<file path="config.mk">
export PLATFORM = sky130hd
export DESIGN_NAME = xoshiro128_plus_generator_core
export DESIGN_NICKNAME = d
export VERILOG_FILES = /design/src/design/xo128p_pkg.sv /design/src/design/xoshiro128_plus_generator_core.sv /design/src/design/xo128p_ctrl.sv /design/src/design/xo128p_datapath.sv
export SDC_FILE = /design/constraint.sdc
export NUM_CORES = 2
export LEC_CHECK = 0
export ABC_AREA = 1
export BUFFER_PORTS_ARGS = -buffer_cell sky130_fd_sc_hd__clkbuf_2
export CAP_MARGIN = 20
export CORE_ASPECT_RATIO = 0.75
export CORE_UTILIZATION = 35
export DETAILED_ROUTE_END_ITERATION = 8
export GPL_ROUTABILITY_DRIVEN = 1
export SKIP_LAST_GASP = 1
export SYNTH_ARGS = -nofsm -noshare
export SYNTH_HDL_FRONTEND = slang
export SYNTH_SLANG_ARGS = --single-unit
</file>
<file path="constraint.sdc">
create_clock -name clk -period 10.53 [get_ports clk]
set_clock_uncertainty 0.1 [all_clocks]
set_input_delay 1.5795 -clock clk [delete_from_list [all_inputs] [get_ports clk]]
set_output_delay 1.5795 -clock clk [all_outputs]
set_load 0.005 [all_outputs]
</file>
<file path="src/design/xo128p_pkg.sv">
// ----------------------------------------------------------------------------
// xo128p_pkg: shared definitions for the xoshiro128+ generator core
// Holds the item operation codes, the generator constants and the command
// and status bundles that pass between the controller and the datapath.
// ----------------------------------------------------------------------------
package xo128p_pkg;

	localparam int unsigned FRACTION_BITS = 24;
	localparam int unsigned WORD_W        = 32;
	localparam int unsigned FRAC_OUT_W    = 24;

	localparam logic OP_SEED = 1'b0;
	localparam logic OP_DRAW = 1'b1;

	localparam logic [31:0] GOLDEN_STEP = 32'h9e37_79b9;
	localparam logic [31:0] MIX_MUL_A   = 32'h85eb_ca6b;
	localparam logic [31:0] MIX_MUL_B   = 32'hc2b2_ae35;

	typedef struct packed {
		logic       load_seed;
		logic       use_default;
		logic       latch_range;
		logic       mix_a;
		logic       mix_b;
		logic [1:0] word_idx;
		logic       step;
		logic       mul_lo;
		logic       mul_hi;
		logic       sum;
		logic       fin;
	} xo128p_cmd_t;

	typedef struct packed {
		logic seeded;
		logic out_free;
	} xo128p_status_t;

endpackage

</file>
<file path="src/design/xoshiro128_plus_generator_core.sv">
// ----------------------------------------------------------------------------
// xoshiro128_plus_generator_core: xoshiro128+ source with Q0.24 fraction scaling
//
//   channel  direction  handshake              payload
//   cfg      write      cfg_valid / cfg_ready  default_seed
//   item     in         item_valid/item_stall  op, seed_value, range_low/high
//   result   out        result_valid/stall     raw_value, fraction, scaled_value
//
// A seed item runs the shared mixer multiplier in a mix-A and a mix-B step
// for each of the four words. A draw steps the state, forms two 33x17 partial
// products, a wide sum and the final offset, after seeding first if needed.
// Reset clears the words, the seeded flag and the default seed. A stalled
// result sits in the output register; the next item is taken meanwhile and
// its result waits for that transfer before being written.
// ----------------------------------------------------------------------------
module xoshiro128_plus_generator_core (
	input  logic               clk,
	input  logic               arst_n,
	input  logic               cfg_valid,
	output logic               cfg_ready,
	input  logic [31:0]        default_seed,
	input  logic               item_valid,
	output logic               item_stall,
	input  logic               op,
	input  logic [31:0]        seed_value,
	input  logic signed [31:0] range_low,
	input  logic signed [31:0] range_high,
	output logic               result_valid,
	input  logic               result_stall,
	output logic [31:0]        raw_value,
	output logic [23:0]        fraction,
	output logic signed [31:0] scaled_value
);
	import xo128p_pkg::*;

	xo128p_cmd_t    cmd;
	xo128p_status_t status;

	assign cfg_ready = 1'b1;

	xo128p_ctrl u_ctrl (
		.clk        (clk),
		.arst_n     (arst_n),
		.item_valid (item_valid),
		.item_stall (item_stall),
		.op         (op),
		.status     (status),
		.cmd        (cmd)
	);

	xo128p_datapath u_datapath (
		.clk          (clk),
		.arst_n       (arst_n),
		.cmd          (cmd),
		.status       (status),
		.cfg_we       (cfg_valid && cfg_ready),
		.default_seed (default_seed),
		.seed_value   (seed_value),
		.range_low    (range_low),
		.range_high   (range_high),
		.result_valid (result_valid),
		.result_stall (result_stall),
		.raw_value    (raw_value),
		.fraction     (fraction),
		.scaled_value (scaled_value)
	);

endmodule

</file>
<file path="src/design/xo128p_ctrl.sv">
// ----------------------------------------------------------------------------
// xo128p_ctrl: sequencing controller
// Accepts one item at a time and steps the datapath through seeding (two
// shared multiplies per word) and drawing (state update, two partial
// products, a sum and the final offset).
// ----------------------------------------------------------------------------
module xo128p_ctrl (
	input  logic                       clk,
	input  logic                       arst_n,
	input  logic                       item_valid,
	output logic                       item_stall,
	input  logic                       op,
	input  xo128p_pkg::xo128p_status_t status,
	output xo128p_pkg::xo128p_cmd_t    cmd
);
	import xo128p_pkg::*;

	localparam logic [2:0] ST_IDLE   = 3'd0;
	localparam logic [2:0] ST_MIX_A  = 3'd1;
	localparam logic [2:0] ST_MIX_B  = 3'd2;
	localparam logic [2:0] ST_STEP   = 3'd3;
	localparam logic [2:0] ST_MUL_LO = 3'd4;
	localparam logic [2:0] ST_MUL_HI = 3'd5;
	localparam logic [2:0] ST_SUM    = 3'd6;
	localparam logic [2:0] ST_FIN    = 3'd7;

	logic [2:0] state_q, state_d;
	logic [1:0] idx_q, idx_d;
	logic       pend_q, pend_d;

	assign item_stall = (state_q != ST_IDLE);

	always_comb begin
		state_d = state_q;
		idx_d   = idx_q;
		pend_d  = pend_q;
		cmd     = '0;
		cmd.word_idx = idx_q;
		case (state_q)
			ST_IDLE: begin
				if (item_valid) begin
					idx_d = 2'd0;
					if (op == OP_SEED) begin
						cmd.load_seed = 1'b1;
						pend_d        = 1'b0;
						state_d       = ST_MIX_A;
					end else begin
						cmd.latch_range = 1'b1;
						if (status.seeded) begin
							state_d = ST_STEP;
						end else begin
							cmd.load_seed   = 1'b1;
							cmd.use_default = 1'b1;
							pend_d          = 1'b1;
							state_d         = ST_MIX_A;
						end
					end
				end
			end
			ST_MIX_A: begin
				cmd.mix_a = 1'b1;
				state_d   = ST_MIX_B;
			end
			ST_MIX_B: begin
				cmd.mix_b = 1'b1;
				if (idx_q == 2'd3) begin
					state_d = pend_q ? ST_STEP : ST_IDLE;
				end else begin
					idx_d   = idx_q + 2'd1;
					state_d = ST_MIX_A;
				end
			end
			ST_STEP: begin
				cmd.step = 1'b1;
				state_d  = ST_MUL_LO;
			end
			ST_MUL_LO: begin
				cmd.mul_lo = 1'b1;
				state_d    = ST_MUL_HI;
			end
			ST_MUL_HI: begin
				cmd.mul_hi = 1'b1;
				state_d    = ST_SUM;
			end
			ST_SUM: begin
				cmd.sum = 1'b1;
				state_d = ST_FIN;
			end
			ST_FIN: begin
				if (status.out_free) begin
					cmd.fin = 1'b1;
					state_d = ST_IDLE;
				end
			end
			default: begin
				state_d = ST_IDLE;
			end
		endcase
	end

	always_ff @(posedge clk or negedge arst_n) begin
		if (!arst_n) begin
			state_q <= ST_IDLE;
			idx_q   <= 2'd0;
			pend_q  <= 1'b0;
		end else begin
			state_q <= state_d;
			idx_q   <= idx_d;
			pend_q  <= pend_d;
		end
	end

	a_seed_then_mix: assert property (@(posedge clk) disable iff (!arst_n)
		cmd.load_seed |=> (state_q == ST_MIX_A) && (idx_q == 2'd0))
		else $error("seed load did not start the mixing sequence");

	a_step_seeded: assert property (@(posedge clk) disable iff (!arst_n)
		(state_q == ST_STEP) |-> status.seeded)
		else $error("generator stepped while not seeded");

	a_fin_free: assert property (@(posedge clk) disable iff (!arst_n)
		cmd.fin |-> status.out_free)
		else $error("result written while the output register was occupied");

	a_seed_only_done: assert property (@(posedge clk) disable iff (!arst_n)
		(state_q == ST_MIX_B) && (idx_q == 2'd3) && !pend_q |=> (state_q == ST_IDLE))
		else $error("seed-only item did not return to idle");

endmodule

</file>
<file path="src/design/xo128p_datapath.sv">
// ----------------------------------------------------------------------------
// xo128p_datapath: generator state, shared mixer multiplier and scaling
// Holds the four generator words, the default seed register, the range
// operands, the partial-product accumulator and the output register.
// ----------------------------------------------------------------------------
module xo128p_datapath (
	input  logic                       clk,
	input  logic                       arst_n,
	input  xo128p_pkg::xo128p_cmd_t    cmd,
	output xo128p_pkg::xo128p_status_t status,
	input  logic                       cfg_we,
	input  logic [31:0]                default_seed,
	input  logic [31:0]                seed_value,
	input  logic signed [31:0]         range_low,
	input  logic signed [31:0]         range_high,
	output logic                       result_valid,
	input  logic                       result_stall,
	output logic [31:0]                raw_value,
	output logic [23:0]                fraction,
	output logic signed [31:0]         scaled_value
);
	import xo128p_pkg::*;

	logic [31:0]        words_q [4];
	logic               seeded_q;
	logic [31:0]        dseed_q;
	logic [31:0]        seed_q;
	logic [31:0]        mix_q;
	logic signed [31:0] lo_q;
	logic signed [32:0] diff_q;
	logic [31:0]        raw_q;
	logic [31:0]        frac_q;
	logic signed [49:0] prod_q;
	logic signed [49:0] acc_q;
	logic signed [64:0] sum_q;
	logic               out_valid_q;
	logic [31:0]        out_raw_q;
	logic [23:0]        out_frac_q;
	logic signed [31:0] out_scaled_q;

	logic [31:0] mult_in, mult_k, mult_p;
	logic [31:0] word_new;
	logic [31:0] draw_sum;
	logic [31:0] n0, n1, n2, n3;
	logic [31:0] seed_src;
	logic signed [16:0] chunk;
	logic signed [49:0] chunk_prod;

	assign mult_in  = cmd.mix_a ? (seed_q ^ (seed_q >> 16)) : (mix_q ^ (mix_q >> 13));
	assign mult_k   = cmd.mix_a ? MIX_MUL_A : MIX_MUL_B;
	assign mult_p   = mult_in * mult_k;
	assign word_new = mult_p ^ (mult_p >> 16);
	assign seed_src = cmd.use_default ? dseed_q : seed_value;

	assign draw_sum = words_q[0] + words_q[3];
	assign n2 = words_q[2] ^ words_q[0];
	assign n3 = words_q[3] ^ words_q[1];
	assign n1 = words_q[1] ^ n2;
	assign n0 = words_q[0] ^ n3;

	assign chunk      = cmd.mul_hi ? $signed({1'b0, frac_q[31:16]})
	                               : $signed({1'b0, frac_q[15:0]});
	assign chunk_prod = diff_q * chunk;

	assign status.seeded   = seeded_q;
	assign status.out_free = !out_valid_q || !result_stall;

	always_ff @(posedge clk or negedge arst_n) begin
		if (!arst_n) begin
			for (int i = 0; i < 4; i++) begin
				words_q[i] <= '0;
			end
			seeded_q <= 1'b0;
			dseed_q  <= '0;
		end else begin
			if (cfg_we) begin
				dseed_q <= default_seed;
			end
			if (cmd.load_seed) begin
				seeded_q <= 1'b1;
			end
			if (cmd.mix_b) begin
				words_q[cmd.word_idx] <= word_new;
			end
			if (cmd.step) begin
				words_q[0] <= n0;
				words_q[1] <= n1;
				words_q[2] <= n2 ^ (words_q[1] << 9);
				words_q[3] <= {n3[20:0], n3[31:21]};
			end
		end
	end

	always_ff @(posedge clk) begin
		if (cmd.load_seed) begin
			seed_q <= seed_src + GOLDEN_STEP;
		end else if (cmd.mix_b) begin
			seed_q <= seed_q + GOLDEN_STEP;
		end
		if (cmd.mix_a) begin
			mix_q <= mult_p;
		end
		if (cmd.latch_range) begin
			lo_q   <= range_low;
			diff_q <= 33'(range_high) - 33'(range_low);
		end
		if (cmd.step) begin
			raw_q  <= draw_sum;
			frac_q <= draw_sum >> (WORD_W - FRACTION_BITS);
		end
		if (cmd.mul_lo || cmd.mul_hi) begin
			prod_q <= chunk_prod;
		end
		if (cmd.mul_hi) begin
			acc_q <= prod_q;
		end
		if (cmd.sum) begin
			sum_q <= 65'(acc_q) + (65'(prod_q) <<< 16);
		end
		if (cmd.fin) begin
			out_raw_q    <= raw_q;
			out_frac_q   <= frac_q[FRAC_OUT_W-1:0];
			out_scaled_q <= lo_q + $signed(sum_q[FRACTION_BITS +: WORD_W]);
		end
	end

	always_ff @(posedge clk or negedge arst_n) begin
		if (!arst_n) begin
			out_valid_q <= 1'b0;
		end else if (cmd.fin) begin
			out_valid_q <= 1'b1;
		end else if (!result_stall) begin
			out_valid_q <= 1'b0;
		end
	end

	assign result_valid = out_valid_q;
	assign raw_value    = out_raw_q;
	assign fraction     = out_frac_q;
	assign scaled_value = out_scaled_q;

	a_result_held: assert property (@(posedge clk) disable iff (!arst_n)
		out_valid_q && result_stall |=> out_valid_q && $stable(out_scaled_q))
		else $error("stalled result was lost or changed");

	a_fraction_matches: assert property (@(posedge clk) disable iff (!arst_n)
		out_valid_q |-> out_frac_q == 24'(out_raw_q >> (WORD_W - FRACTION_BITS)))
		else $error("fraction does not follow the raw value");

	a_seeded_sticky: assert property (@(posedge clk) disable iff (!arst_n)
		seeded_q |=> seeded_q)
		else $error("seeded flag cleared outside reset");

endmodule

</file>
==> PnR_summary.wiki <==
{| class="wikitable"
! Metric !! Value
|-
| Run status || complete, but fails checks
|-
| Violated checks || DRC
|-
| Number of placed instances with taps included || 9129
|-
| Final period demand of the worst path || 9547 ps
|-
| Setup WS post-layout || 982.8 ps
|-
| Area growth, synth to finish || 9.249%
|-
| Wire length of the first global-routing pass || 299.1 mm
|-
| Final Hold Viols || 0
|-
| Final TNS setup || 0 ps
|-
| Mux contribution to synthesized area || 0.1135%
|-
| Global route total overflow || 0
|-
| Worst reg2reg startpoint || u_ctrl.state_q[2]
|-
| WL per Instance || 21.66 microns
|-
| Clock transition time at the flip-flop clock pins of the worst setup and hold paths || 70 ps
|-
| Die Outline Area || 171800 sq um
|-
| Number of rows created at floorplan || 130
|-
| Slowest Stage Delay on Critical Path || 1090 ps
|-
| Hold buffers post-CTS || 0
|-
| Via Count || 47160
|-
| Max transition margin || 14.46%
|-
| Vias in the first global route || 46680
|-
| Area share of the leading cell type in the synthesized netlist || 26.70%
|-
| GRT Overall Usage || 23.25%
|-
| Half-perimeter wire length after detailed placement || 167.7 mm
|-
| Crit path DAT || 10000 ps
|-
| Xor/xnor cell area share of the yosys netlist || 5.502%
|-
| Longest Clk Path Bufs || 3
|-
| Sinks on Clock Net || 509
|-
| Number of cells upsized or downsized after cts || 0
|-
| Number of nets in the finished design || 8353
|-
| Prevailing post-synth register cell || edfxtp_1
|-
| Dominant cell type by area after synthesis || fa_1
|-
| Critical path capture point type || register
|-
| Pin count of the biggest net entering global routing || 70
|-
| Largest family of logic cells by synthesized area || adder cells
|-
| Number of register bits inferred by synthesis || 509
|-
| Proportion of synthesized chip area in sequential cells || 24.26%
|-
| Slew @ Worst Pin || 1271 ps
|-
| DRT antenna net count || 0
|-
| Initial standard-cell utilization of the core || 35.40%
|-
| Post-synthesis compound-gate area fraction || 8.288%
|-
| H-tree Lvls || 2
|-
| Number of buffers inserted by post-CTS setup repair || 0
|-
| Sort of element at the start of the critical path || register
|-
| Adder-Cell Fraction of Synth Area || 36.78%
|-
| Setup repair after global routing missed its margin || no
|-
| Synthesized area per cell || 8.760 sq um
|-
| Global placement routability congestion || 1.016
|-
| Post-route insts no fill || 9241
|-
| Count of warnings emitted by yosys || 0
|-
| Number of distinct standard cells referenced by the synthesized netlist || 64
|-
| Class of the most critical hold timing path || reg -> reg
|-
| Num CTS Buffers || 56
|-
| Final WL || 200.1 mm
|-
| Die span in y || 359.2 microns
|-
| Clock tree from TritonCTS || built
|-
| Worst setup path class || reg -> reg
|-
| FILL cells || 17080
|-
| Count of boundary I/O pins || 225
|-
| Worst path cell trace || inv_4 > nand3_2 > buf_4 > o21ai_0 > inv_1 > ha_1 > fa_1 > fa_1 > inv_1 > fa_1 > inv_1 > fa_1 > fa_1 > fa_1 > fa_1 > ha_1 > nand2_1 > nor4_1 > nand4_1 > nand2_1 > xor2_1 > nand2_1 > nand3_1 > o211ai_1
|-
| DP Worst Slack || 1397 ps
|-
| Number of synthesized flops with an enable pin || 341
|-
| Leading cell type in the layout, fill and taps excluded || inv_1
|-
| Launch instance of the worst min-delay path || u_datapath.prod_q[47]
|-
| Leading post-synthesis cells by cell area || fa_1 27%, edfxtp_1 17%, ha_1 10%, inv_1 9.3%, nand2_1 7.8%
|-
| Dominant cell type by count on the critical path || fa_1
|-
| Root Buffer || clkbuf_16
|-
| Mapped Area || 59540 sq um
|-
| Origin of the worst setup path || u_ctrl.state_q[2]
|-
| Count of max-cap constraint violations || 0
|-
| Most frequent cells in the layout || 1481 x inv_1, 1235 x nand2_1, 794 x fa_1, 542 x nor2_1, 480 x ha_1
|-
| Die width || 478.3 microns
|-
| Antenna violations before repair || 15
|-
| Critical path fanouts, max || 28
|-
| Required time at the worst-slack endpoint || 10980 ps
|-
| Core Area || 168200 sq um
|-
| DR iter-0 viols || 4727
|-
| Latest clock arrival within the worst-skew pair || 690 ps
|-
| Proportion of layout cells with a drive suffix above 1 || 6.580%
|-
| Simple-gate portion of the synthesized area || 14.11%
|-
| Average vias per placed instance || 5.103
|-
| Final worst path period share || 90.67%
|-
| Port Buffer Count || 223
|-
| Final setup violation count || 0
|-
| First-pass detailed-route iteration total || 9
|-
| Number of standard cells after synthesis || 6797
|-
| Maximum clock frequency || 104.7 MHz
|-
| Pins over their slew limit || 0
|-
| Async set or reset register ratio after synthesis || 33.01%
|-
| Residual DRC count || 44
|-
| Slowest stage cell on the critical path || nor4_1
|}
synth_stat cells (8+ instances only):
master    number
edfxtp_1     341
a21o_1        17
a21oi_1      285
a221oi_1      10
fa_1         794
inv_2         10
xnor2_1      185
o21bai_1      25
dfrtp_1      168
nand4_1       23
a31oi_1       89
nor2_1       552
nor3_1        23
nor4_1        16
o21ai_1       37
o211ai_1      43
nand3_1      182
clkbuf_1     138
buf_4         31
buf_1         17
o21ai_0      245
o21a_1        30
or2_2         23
nand2_1     1235
nand3b_1      10
ha_1         480
a21boi_0      11
o221ai_1      15
xor2_1       189
inv_1       1481
nor2_2         8
state kept, by name, indices dropped and copies added, names as in the netlist, 24 cells and up:
signal / flops
u_datapath.fraction: 24
u_datapath.diff_q: 33
u_datapath.prod_q: 50
u_datapath.lo_q: 32
u_datapath.mix_q: 32
u_datapath.raw_q: 31
u_datapath.sum_q: 32
u_datapath.acc_q: 34
u_datapath.scaled_value: 32
u_datapath.dseed_q: 32
u_datapath.words_q: 128
u_datapath.seed_q: 32
final cells by class:
| class | instances | area [sq um] | share of cell area (%) |
|---|---|---|---|
| well taps | 2244 | 2808 | 4.317 |
| multi-input cells | 4595 | 38690 | 59.48 |
| clock inverters | 41 | 441.7 | 0.6790 |
| flip-flops and latches | 509 | 14440 | 22.21 |
| clock buffers | 63 | 1438 | 2.210 |
| inverters | 1501 | 5640 | 8.672 |
| repair buffers | 282 | 1573 | 2.418 |
| diodes | 6 | 15.01 | 0.02308 |
per-layer routing:
layer / global-route usage [%] / part of all wire, % / vias up
met2: 31.42 / 39 / 2066
li1: - / - / 21420
met1: 35.12 / 47 / 23460
met4: 4.775 / 2.0 / 10
met3: 7.995 / 12 / 209
met5: 0.7769 / 0.12 / -
critical path, delay by kind of cell (launching register included):
kind / cells / cell delay [ps]
adders and majority gates: 9 / 4360
and+or+nand+nor: 7 / 2310
buffers and inverters: 5 / 970
AOI/OAI and AO/OA: 2 / 680
DFF: 1 / 500
xor gates and xnor gates: 1 / 470
cells by family (layout without fill, tap and decap cells):
family	count (synthesis)	after routing
AO/OA/AOI/OAI	850	850
XOR/XNOR	374	374
adder cells (fa/ha/maj)	1274	1274
buffers and inverters	1695	1887
flip-flops	509	509
multiplexers	6	6
other	1	9
AND/OR/NAND/NOR	2088	2088
worst paths after layout:
path / end / slack [ps] / cells after the start
setup / recovery: u_datapath.words_q[14] / 980 / 24
hold / removal: u_datapath.acc_q[47] / 270 / 0
setup reg to reg: u_datapath.words_q[14] / 980 / 24
hold reg to reg: u_datapath.acc_q[47] / 270 / 0
max in group asynchronous: u_datapath.dseed_q[31] / 8240 / 2
min in group asynchronous: u_datapath.words_q[53] / 750 / 1
stage by stage:
step | cell area, sq um | util, % | hold WS (ps)
detailed placement | 63140 | 37.54 | 305.7
CTS | 65010 | 38.66 | 268.3
global route | 65030 | 38.67 | 261.5
global placement | 63120 | 37.53 | 302.4
floorplan | 59550 | - | 300.3
finish | 65040 | 38.67 | 274.7
Power is not shown: default switching activity piles up to over one toggle a cycle in this logic, so the estimate is an artifact.
